==> src/hw/rtl/sha256_pkg.sv <==
// Package for the SHA-256 byte stream hasher.
// Holds round constants, initial hash values and stream field widths.
// No dependencies.
package sha256_pkg;

	localparam int unsigned WordW     = 32;
	localparam int unsigned BlockW    = 512;
	localparam int unsigned Rounds    = 64;
	localparam int unsigned HashWords = 8;
	localparam int unsigned IdxW      = 3;
	localparam int unsigned OutDataW  = 40;

	localparam logic [IdxW-1:0] LastIdx = 3'd7;
	localparam logic [5:0]      LenPos  = 6'd56;
	localparam logic [7:0]      PadMark = 8'h80;

	localparam logic [WordW-1:0] K_TABLE [Rounds] = '{
		32'h428a2f98, 32'h71374491, 32'hb5c0fbcf, 32'he9b5dba5,
		32'h3956c25b, 32'h59f111f1, 32'h923f82a4, 32'hab1c5ed5,
		32'hd807aa98, 32'h12835b01, 32'h243185be, 32'h550c7dc3,
		32'h72be5d74, 32'h80deb1fe, 32'h9bdc06a7, 32'hc19bf174,
		32'he49b69c1, 32'hefbe4786, 32'h0fc19dc6, 32'h240ca1cc,
		32'h2de92c6f, 32'h4a7484aa, 32'h5cb0a9dc, 32'h76f988da,
		32'h983e5152, 32'ha831c66d, 32'hb00327c8, 32'hbf597fc7,
		32'hc6e00bf3, 32'hd5a79147, 32'h06ca6351, 32'h14292967,
		32'h27b70a85, 32'h2e1b2138, 32'h4d2c6dfc, 32'h53380d13,
		32'h650a7354, 32'h766a0abb, 32'h81c2c92e, 32'h92722c85,
		32'ha2bfe8a1, 32'ha81a664b, 32'hc24b8b70, 32'hc76c51a3,
		32'hd192e819, 32'hd6990624, 32'hf40e3585, 32'h106aa070,
		32'h19a4c116, 32'h1e376c08, 32'h2748774c, 32'h34b0bcb5,
		32'h391c0cb3, 32'h4ed8aa4a, 32'h5b9cca4f, 32'h682e6ff3,
		32'h748f82ee, 32'h78a5636f, 32'h84c87814, 32'h8cc70208,
		32'h90befffa, 32'ha4506ceb, 32'hbef9a3f7, 32'hc67178f2
	};

	localparam logic [WordW-1:0] IV_TABLE [HashWords] = '{
		32'h6a09e667, 32'hbb67ae85, 32'h3c6ef372, 32'ha54ff53a,
		32'h510e527f, 32'h9b05688c, 32'h1f83d9ab, 32'h5be0cd19
	};

endpackage

==> src/hw/rtl/sha256_byte_stream_hasher_top.sv <==
// SHA-256 byte stream hasher, top level.
// Depends on sha256_pkg for round constants and initial hash values.
//
// Each data request (tuser 0) shifts one byte into the 512-bit block
// register; the 64th byte of a block starts a compression, done by one
// shared round unit doing one round per cycle, followed by the final hash
// addition. A finish request (tuser 1) pads one byte per cycle up to the
// end of the block and runs one compression; when more than 55 bytes were
// pending, a second block of padding and a second compression follow. The
// eight digest words are then presented, index 0 first, tlast on index 7.
// The input is not ready while a block compresses, nor from a finish request
// until the last digest word is taken.
module sha256_byte_stream_hasher_top (
	input  logic        clk,
	input  logic        arst_n,
	input  logic        s_axis_tvalid,
	output logic        s_axis_tready,
	input  logic [7:0]  s_axis_tdata,  // [7:0] data_byte
	input  logic        s_axis_tuser,  // [0] kind
	output logic        m_axis_tvalid,
	input  logic        m_axis_tready,
	output logic [39:0] m_axis_tdata,  // [31:0] digest_word, [34:32] word_index, rest zero
	output logic        m_axis_tlast
);

	typedef enum logic [2:0] {
		ST_IDLE,
		ST_PAD,
		ST_ROUND,
		ST_HADD,
		ST_EMIT
	} state_t;

	function automatic logic [31:0] bsig0(input logic [31:0] x);
		bsig0 = {x[1:0], x[31:2]} ^ {x[12:0], x[31:13]} ^ {x[21:0], x[31:22]};
	endfunction

	function automatic logic [31:0] bsig1(input logic [31:0] x);
		bsig1 = {x[5:0], x[31:6]} ^ {x[10:0], x[31:11]} ^ {x[24:0], x[31:25]};
	endfunction

	function automatic logic [31:0] ssig0(input logic [31:0] x);
		ssig0 = {x[6:0], x[31:7]} ^ {x[17:0], x[31:18]} ^ {3'b000, x[31:3]};
	endfunction

	function automatic logic [31:0] ssig1(input logic [31:0] x);
		ssig1 = {x[16:0], x[31:17]} ^ {x[18:0], x[31:19]} ^ {10'd0, x[31:10]};
	endfunction

	state_t      state_q;
	logic [5:0]  fill_q;
	logic [5:0]  rnd_q;
	logic [2:0]  idx_q;
	logic [63:0] msg_bits_q;
	logic        pad_q;
	logic        first_q;
	logic        len_ok_q;
	logic        emit_next_q;
	logic [31:0] hash_q [sha256_pkg::HashWords];
	logic [31:0] v_q [sha256_pkg::HashWords];
	logic [sha256_pkg::BlockW-1:0] blk_q;

	logic        ins_en;
	logic [7:0]  ins_byte;
	logic        len_sel;
	logic        wrap;
	logic [31:0] w_cur;
	logic [31:0] w_new;
	logic [31:0] t1;
	logic [31:0] t2;
	logic [31:0] ch_v;
	logic [31:0] maj_v;

	assign len_sel = len_ok_q && (fill_q >= sha256_pkg::LenPos);

	always_comb begin
		ins_en   = 1'b0;
		ins_byte = s_axis_tdata;
		case (state_q)
			ST_IDLE: begin
				ins_en = s_axis_tvalid && !s_axis_tuser;
			end
			ST_PAD: begin
				ins_en = 1'b1;
				if (first_q) begin
					ins_byte = sha256_pkg::PadMark;
				end else if (len_sel) begin
					ins_byte = msg_bits_q[63:56];
				end else begin
					ins_byte = 8'd0;
				end
			end
			default: begin
				ins_en = 1'b0;
			end
		endcase
	end

	assign wrap = ins_en && (&fill_q);

	// Message schedule: window word 0 is the current W, slide in the next one.
	assign w_cur = blk_q[511:480];
	assign w_new = ssig1(blk_q[63:32]) + blk_q[223:192] + ssig0(blk_q[479:448]) + w_cur;

	assign ch_v  = (v_q[4] & v_q[5]) ^ (~v_q[4] & v_q[6]);
	assign maj_v = (v_q[0] & v_q[1]) ^ (v_q[0] & v_q[2]) ^ (v_q[1] & v_q[2]);
	assign t1    = v_q[7] + bsig1(v_q[4]) + ch_v + sha256_pkg::K_TABLE[rnd_q] + w_cur;
	assign t2    = bsig0(v_q[0]) + maj_v;

	always_ff @(posedge clk or negedge arst_n) begin
		if (!arst_n) begin
			state_q     <= ST_IDLE;
			fill_q      <= '0;
			rnd_q       <= '0;
			idx_q       <= '0;
			msg_bits_q  <= '0;
			pad_q       <= 1'b0;
			first_q     <= 1'b0;
			len_ok_q    <= 1'b0;
			emit_next_q <= 1'b0;
			for (int i = 0; i < sha256_pkg::HashWords; i++) begin
				hash_q[i] <= sha256_pkg::IV_TABLE[i];
			end
		end else begin
			case (state_q)
				ST_IDLE: begin
					if (s_axis_tvalid) begin
						if (s_axis_tuser) begin
							state_q  <= ST_PAD;
							pad_q    <= 1'b1;
							first_q  <= 1'b1;
							len_ok_q <= (fill_q < sha256_pkg::LenPos);
						end else begin
							msg_bits_q <= msg_bits_q + 64'd8;
						end
					end
				end
				ST_PAD: begin
					first_q <= 1'b0;
					if (!first_q && len_sel) begin
						msg_bits_q <= {msg_bits_q[55:0], 8'd0};
					end
				end
				ST_ROUND: begin
					rnd_q <= rnd_q + 6'd1;
					if (&rnd_q) begin
						state_q <= ST_HADD;
					end
				end
				ST_HADD: begin
					for (int i = 0; i < sha256_pkg::HashWords; i++) begin
						hash_q[i] <= hash_q[i] + v_q[i];
					end
					if (emit_next_q) begin
						state_q <= ST_EMIT;
					end else if (pad_q) begin
						state_q <= ST_PAD;
					end else begin
						state_q <= ST_IDLE;
					end
				end
				ST_EMIT: begin
					if (m_axis_tready) begin
						idx_q <= idx_q + 3'd1;
						if (idx_q == sha256_pkg::LastIdx) begin
							state_q     <= ST_IDLE;
							pad_q       <= 1'b0;
							emit_next_q <= 1'b0;
							for (int i = 0; i < sha256_pkg::HashWords; i++) begin
								hash_q[i] <= sha256_pkg::IV_TABLE[i];
							end
						end
					end
				end
				default: begin
					state_q <= ST_IDLE;
				end
			endcase
			if (ins_en) begin
				fill_q <= fill_q + 6'd1;
			end
			if (wrap) begin
				state_q     <= ST_ROUND;
				rnd_q       <= '0;
				emit_next_q <= pad_q && len_ok_q;
				if (pad_q) begin
					len_ok_q <= 1'b1;
				end
			end
		end
	end

	always_ff @(posedge clk) begin
		if (ins_en) begin
			blk_q <= {blk_q[503:0], ins_byte};
		end else if (state_q == ST_ROUND) begin
			blk_q <= {blk_q[479:0], w_new};
		end
		if (wrap) begin
			v_q <= hash_q;
		end else if (state_q == ST_ROUND) begin
			v_q[7] <= v_q[6];
			v_q[6] <= v_q[5];
			v_q[5] <= v_q[4];
			v_q[4] <= v_q[3] + t1;
			v_q[3] <= v_q[2];
			v_q[2] <= v_q[1];
			v_q[1] <= v_q[0];
			v_q[0] <= t1 + t2;
		end
	end

	assign s_axis_tready = (state_q == ST_IDLE);
	assign m_axis_tvalid = (state_q == ST_EMIT);
	assign m_axis_tdata  = {5'd0, idx_q, hash_q[idx_q]};
	assign m_axis_tlast  = (idx_q == sha256_pkg::LastIdx);

endmodule

==> config.mk <==
export PLATFORM = sky130hd
export DESIGN_NAME = sha256_byte_stream_hasher_top
export DESIGN_NICKNAME = d
export VERILOG_FILES = /design/src/hw/rtl/sha256_pkg.sv /design/src/hw/rtl/sha256_byte_stream_hasher_top.sv
export SDC_FILE = /design/constraint.sdc
export NUM_CORES = 2
export LEC_CHECK = 0
export BUFFER_PORTS_ARGS = -buffer_cell sky130_fd_sc_hd__buf_2
export CAP_MARGIN = 5
export CORE_ASPECT_RATIO = 0.7
export CORE_MARGIN = 2
export CORE_UTILIZATION = 65
export CTS_CLUSTER_DIAMETER = 100
export DETAILED_ROUTE_END_ITERATION = 8
export PLACE_DENSITY = 0.81
export SYNTH_ARGS = -nofsm -noshare
export SYNTH_HDL_FRONTEND = slang
export SYNTH_SLANG_ARGS = --single-unit
==> constraint.sdc <==
create_clock -name clk -period 11.44 [get_ports clk]
set_clock_uncertainty 0.15 [all_clocks]
set_input_delay 1.144 -clock clk [delete_from_list [all_inputs] [get_ports clk]]
set_output_delay 1.144 -clock clk [all_outputs]
set_load 0.005 [all_outputs]
Word level (Yosys, flattened, before mapping). Memories as Yosys holds them, arrays and structs flattened. Cells that the tools add are included.

Register bits after elaboration: 1110. Bits in read-only memories: 2048. Input bits: 13. Output and inout port bits: 43. Word-level logic and storage cells: 158. Memories kept: 1.

$add $sub $neg: 22. Order comparisons: 4. Equality and inequality tests: 17. Multiplexer cells: 44. Bitwise logic cells: 19. Reductions and logical operators: 25.

Memories: (no name shown) (words 64, width 32, read ports 1, clocked after Yosys merged registers in 0, wr ports 0, line sha256_byte_stream_hasher_top.sv:107) `assign t1 = v_q[7] + bsig1(v_q[4]) + ch_v + sha256_pkg::K_TABLE[rnd_q] + w_cur;`.

Operators by type and width (count): $mux 256 (4); $mux 512 (2); $add 32x32->32 (18); $pmux 256 s2 (1); $xor 32x32->32 (9); $mux 64 (3); $and 32x32->32 (5); $mux 32 (4); $pmux 64 s2 (1); $bmux 32 s3 (1); $add 64x4->64 const B (1); $not 32->32 (1); $xor 32x22->32 (1); $xor 32x29->32 (1); $mux 8 (3); $mux 3 (7); $reduce_and 6->1 (3); $reduce_bool 2->1 (8); $pmux 3 s5 (1); $add 6x1->6 const B (2); $mux 1 (12); $mux 6 (2); $ne 3x1->1 const B (3); $reduce_and 3->1 (3); other kinds (21) (35).

Logic depth before layout (Yosys ltp).
Depth after elaboration: 9. Depth in mapped cells: 37. Gate-level depth less buffers: 37.

Worst setup path after synthesis. No wires, ideal clock.

Path type: input to register. Start: input port s_axis_tvalid. End: register blk_q[0] (netlist bit) (enable). Setup time: 0.667 ns. Arrival: 8.149 ns. Data required time: 10.623 ns. Setup slack: 2.474 ns. Stages on the path: 5. Path buffers: 2. Cell sequence: nor2b_1 o21a_1 clkbuf_1 clkbuf_1 or2_2.

Longest elaborated chain between the ends: 3.

Ends and longest elaborated chain: start, declared (line sha256_byte_stream_hasher_top.sv:16) `input logic s_axis_tvalid,`; $logic_and 1x1->1 (line sha256_byte_stream_hasher_top.sv:81) `ins_en = s_axis_tvalid && !s_axis_tuser;`; $pmux 1 s2 (line sha256_byte_stream_hasher_top.sv:79) `case (state_q)`; $reduce_bool 2->1 (no line); end signal, assigned (line sha256_byte_stream_hasher_top.sv:195) `blk_q <= {blk_q[503:0], ins_byte};`; end signal, assigned (line sha256_byte_stream_hasher_top.sv:197) `blk_q <= {blk_q[479:0], w_new};`; end, declared (line sha256_byte_stream_hasher_top.sv:61) `logic [sha256_pkg::BlockW-1:0] blk_q;`.

Every way passes these cells. A chain may end at the register's enable or synchronous reset.

Final worst setup path.
Start: register rnd_q[0]. End: register v_q[255] (netlist bit), data pin.

Longest elaborated chain between the ends: 9.

Ends and longest elaborated chain: start, declared (line sha256_byte_stream_hasher_top.sv:52) `logic [5:0] rnd_q;`; start signal, assigned (line sha256_byte_stream_hasher_top.sv:145) `rnd_q <= rnd_q + 6'd1;`; $not 6->7 (implied by the code) (line sha256_byte_stream_hasher_top.sv:107); $mem_v2 64x32; $mux 32 (implied by the code) (2 in series) (line sha256_byte_stream_hasher_top.sv:107); $add 32x32->32 (2 in series) (line sha256_byte_stream_hasher_top.sv:107); $add 32x32->32 (line sha256_byte_stream_hasher_top.sv:209) `v_q[0] <= t1 + t2;`; $mux 256 (line sha256_byte_stream_hasher_top.sv:201) `end else if (state_q == ST_ROUND) begin`; $mux 256 (line sha256_byte_stream_hasher_top.sv:199) `if (wrap) begin`; end signal, assigned (line sha256_byte_stream_hasher_top.sv:200) `v_q <= hash_q;`; end, declared (line sha256_byte_stream_hasher_top.sv:60) `logic [31:0] v_q [sha256_pkg::HashWords];`.

Every way passes these cells. The select of a mux whose other input is x is not followed.

==> impl_metrics.env <==
export IMPL_worstSetupEndpointType="flop"
export IMPL_io_pins=56
export IMPL_rows=104
export IMPL_worst_pin_slew_ns=1.21
export IMPL_clk_pin_slew_worst_paths_ns=0.06
export IMPL_ys_seq_elements=1107
export IMPL_cts_sinks=1107
export IMPL_critPathSlowestCell="a2111oi_0"
export IMPL_cap_violations=0
export IMPL_grt_max_degree=217
export IMPL_clock_root_buffer="clkbuf_16"
export IMPL_reg2regPathDepth=33
export IMPL_ys_types=89
export IMPL_grt_overflow_total=0
export IMPL_max_freq_mhz=99.8
export IMPL_rsz0062_at_grt="false"
export IMPL_via_per_inst=6.52
export IMPL_ff_latch_area_um2=31700
export IMPL_post_cts_repair_setup_buffers=0
export IMPL_fp_dieArea_um2=120000
export IMPL_cp_max_fo=17
export IMPL_fillers=8710
export IMPL_gp_congestion=1.01
export IMPL_path_depth=33
export IMPL_clk_latency_ns=0.76
export IMPL_drcViolationCount=0
export IMPL_hold_path_class="primary input to asynchronous set/reset pin"
export IMPL_cp_top_family="compound AO/OA/AOI/OAI gates"
export IMPL_ys_seq_area_share_pct=41.7
export IMPL_hpwl_mm=173
export IMPL_layout_common_cells="1,717 x nand2_1, 768 x edfxtp_1, 564 x o21ai_0, 560 x a21oi_1, 500 x inv_1"
export IMPL_wl_per_cell_um=25.0
export IMPL_cts_resized=0
export IMPL_status="completed"
export IMPL_grt_use_total_pct=39.0
export IMPL_start_util_pct=65.8
export IMPL_drtIter0Drc=8956
export IMPL_antenna_found_initial=4
export IMPL_multi_input_area_um2=40900
export IMPL_max_slew_margin_pct=19.5
export IMPL_drive_above_1_share_pct=9.84
export IMPL_finalMaxSlewViolations=0
export IMPL_final_common_cell="nand2_1"
export IMPL_cts_tree="built"
export IMPL_syn_to_final_growth_pct=6.51
export IMPL_die_w_um=413
export IMPL_syn_avg_cell_area_um2=9.48
export IMPL_ys_warn_count=0
export IMPL_setup_tns_final_ns=0
export IMPL_die_h_um=290
export IMPL_drt_first_pass_iters=7
export IMPL_hold_violations=0
export IMPL_crit_path_max_incr_delay_ns=0.85
export IMPL_synth_main_ff_cell="edfxtp_1"
export IMPL_finalSetupViolations=0
export IMPL_grt_pass1_wl_mm=355
export IMPL_worst_setup_path_start_kind="flop"
export IMPL_clock_path_buffers=3
export IMPL_syn_cell_area_um2=76100
export IMPL_ant_nets=0
export IMPL_cp_num_buf_inv=4
export IMPL_cts_buffers=110
export IMPL_worstSetupPathType="flop to flop"
export IMPL_synth_cells=8022
export IMPL_core_um2=116000
export IMPL_final_nets=8456
export IMPL_async_flop_share_pct=30.6
export IMPL_synth_edf_count=768
export IMPL_htreeDepth=3
export IMPL_required_ns=11.90
export IMPL_finalCriticalPeriod_ns=10.02
export IMPL_vias=61800
export IMPL_cp_arrival_ns=10.48
export IMPL_grt_pass1_vias=57300
export IMPL_min_period_over_period_pct=87.6
export IMPL_io_buffers=50
export IMPL_wirelength_mm=237
export IMPL_postCtsHoldBufs=0
export IMPL_n_antenna_cell=0
==> routing by layer <==
metal	vias up	global-route usage (%)	share of wire [%]
li1	27600	-	-
met1	30000	62.9	44
met2	3774	50.4	39
met3	421	12.3	14
met4	4	8.74	2.5
met5	-	0	0.0097
==> Yosys cell counts, types with 195 or more instances <==
| library cell | count | area (µm²) |
|---|---|---|
| edfxtp_1 | 768 | 23100 |
| a21oi_1 | 561 | 2810 |
| mux2_2 | 236 | 2660 |
| inv_1 | 500 | 1880 |
| a21o_1 | 218 | 1640 |
| ha_1 | 398 | 4980 |
| xnor2_1 | 339 | 2970 |
| nand2_1 | 1719 | 6450 |
| xor2_1 | 254 | 2220 |
| dfrtp_1 | 203 | 5080 |
| clkbuf_1 | 376 | 1410 |
| o21ai_0 | 564 | 2820 |
| fa_1 | 195 | 3900 |
| nor2_1 | 398 | 1490 |
==> through the flow <==
stage	utilization, %	instance area (µm²)	worst slack (ns)	instances	hold slack, ns
5_1_grt	70.1	81000	1.16	9478	0.317
3_5_place_dp	67.0	77500	1.98	9274	0.307
6_report	70.1	81000	1.42	9478	0.284
2_1_floorplan	-	76100	2.47	8026	0.284
3_3_place_gp	67.0	77500	2.12	9274	0.300
4_1_cts	70.1	81000	1.90	9477	0.296
==> worst paths after layout <==
kind / startpoint / end / slack (ns)
worst max-delay path: rnd_q[0] / v_q[255] / 1.42
worst min-delay path: arst_n / hash_q[185] / 0.28
worst max register to register: rnd_q[0] / v_q[255] / 1.42
worst min register to register: fill_q[5] / fill_q[5] / 0.32
max in group asynchronous: arst_n / idx_q[1] / 9.23
min in group clk: fill_q[5] / fill_q[5] / 0.32
==> state kept, by name (all words and copies together) (netlist names) <==
name / cells
first_q: 1
msg_bits_q: 61
rnd_q: 6
state_q: 3
hash_q: 256
blk_q: 512
idx_q: 3
pad_q: 1
v_q: 256
len_ok_q: 1
fill_q: 6
emit_next_q: 1
==> final cells by class <==
cell class	instances	area share, %
flip-flops and latches	1107	39.2
inverters	506	2.34
multi-input cells	5990	50.5
clock inverters	59	0.792
well taps	1537	2.37
clock buffers	144	3.62
repair buffers	135	1.20
==> cells by family after synthesis <==
logic type | after synthesis | share of synthesized area [%]
buffers and inverters | 929 | 4.61
XOR/XNOR | 595 | 6.89
other | 1 | 0.00493
multiplexers | 341 | 6.01
adder cells (fa/ha/maj) | 596 | 11.7
flip-flops | 1107 | 41.7
AND/OR/NAND/NOR | 2597 | 14.2
AO/OA/AOI/OAI | 1856 | 14.9
Power is not shown: default switching activity piles up to over one toggle a cycle in this logic, so the estimate is an artifact.
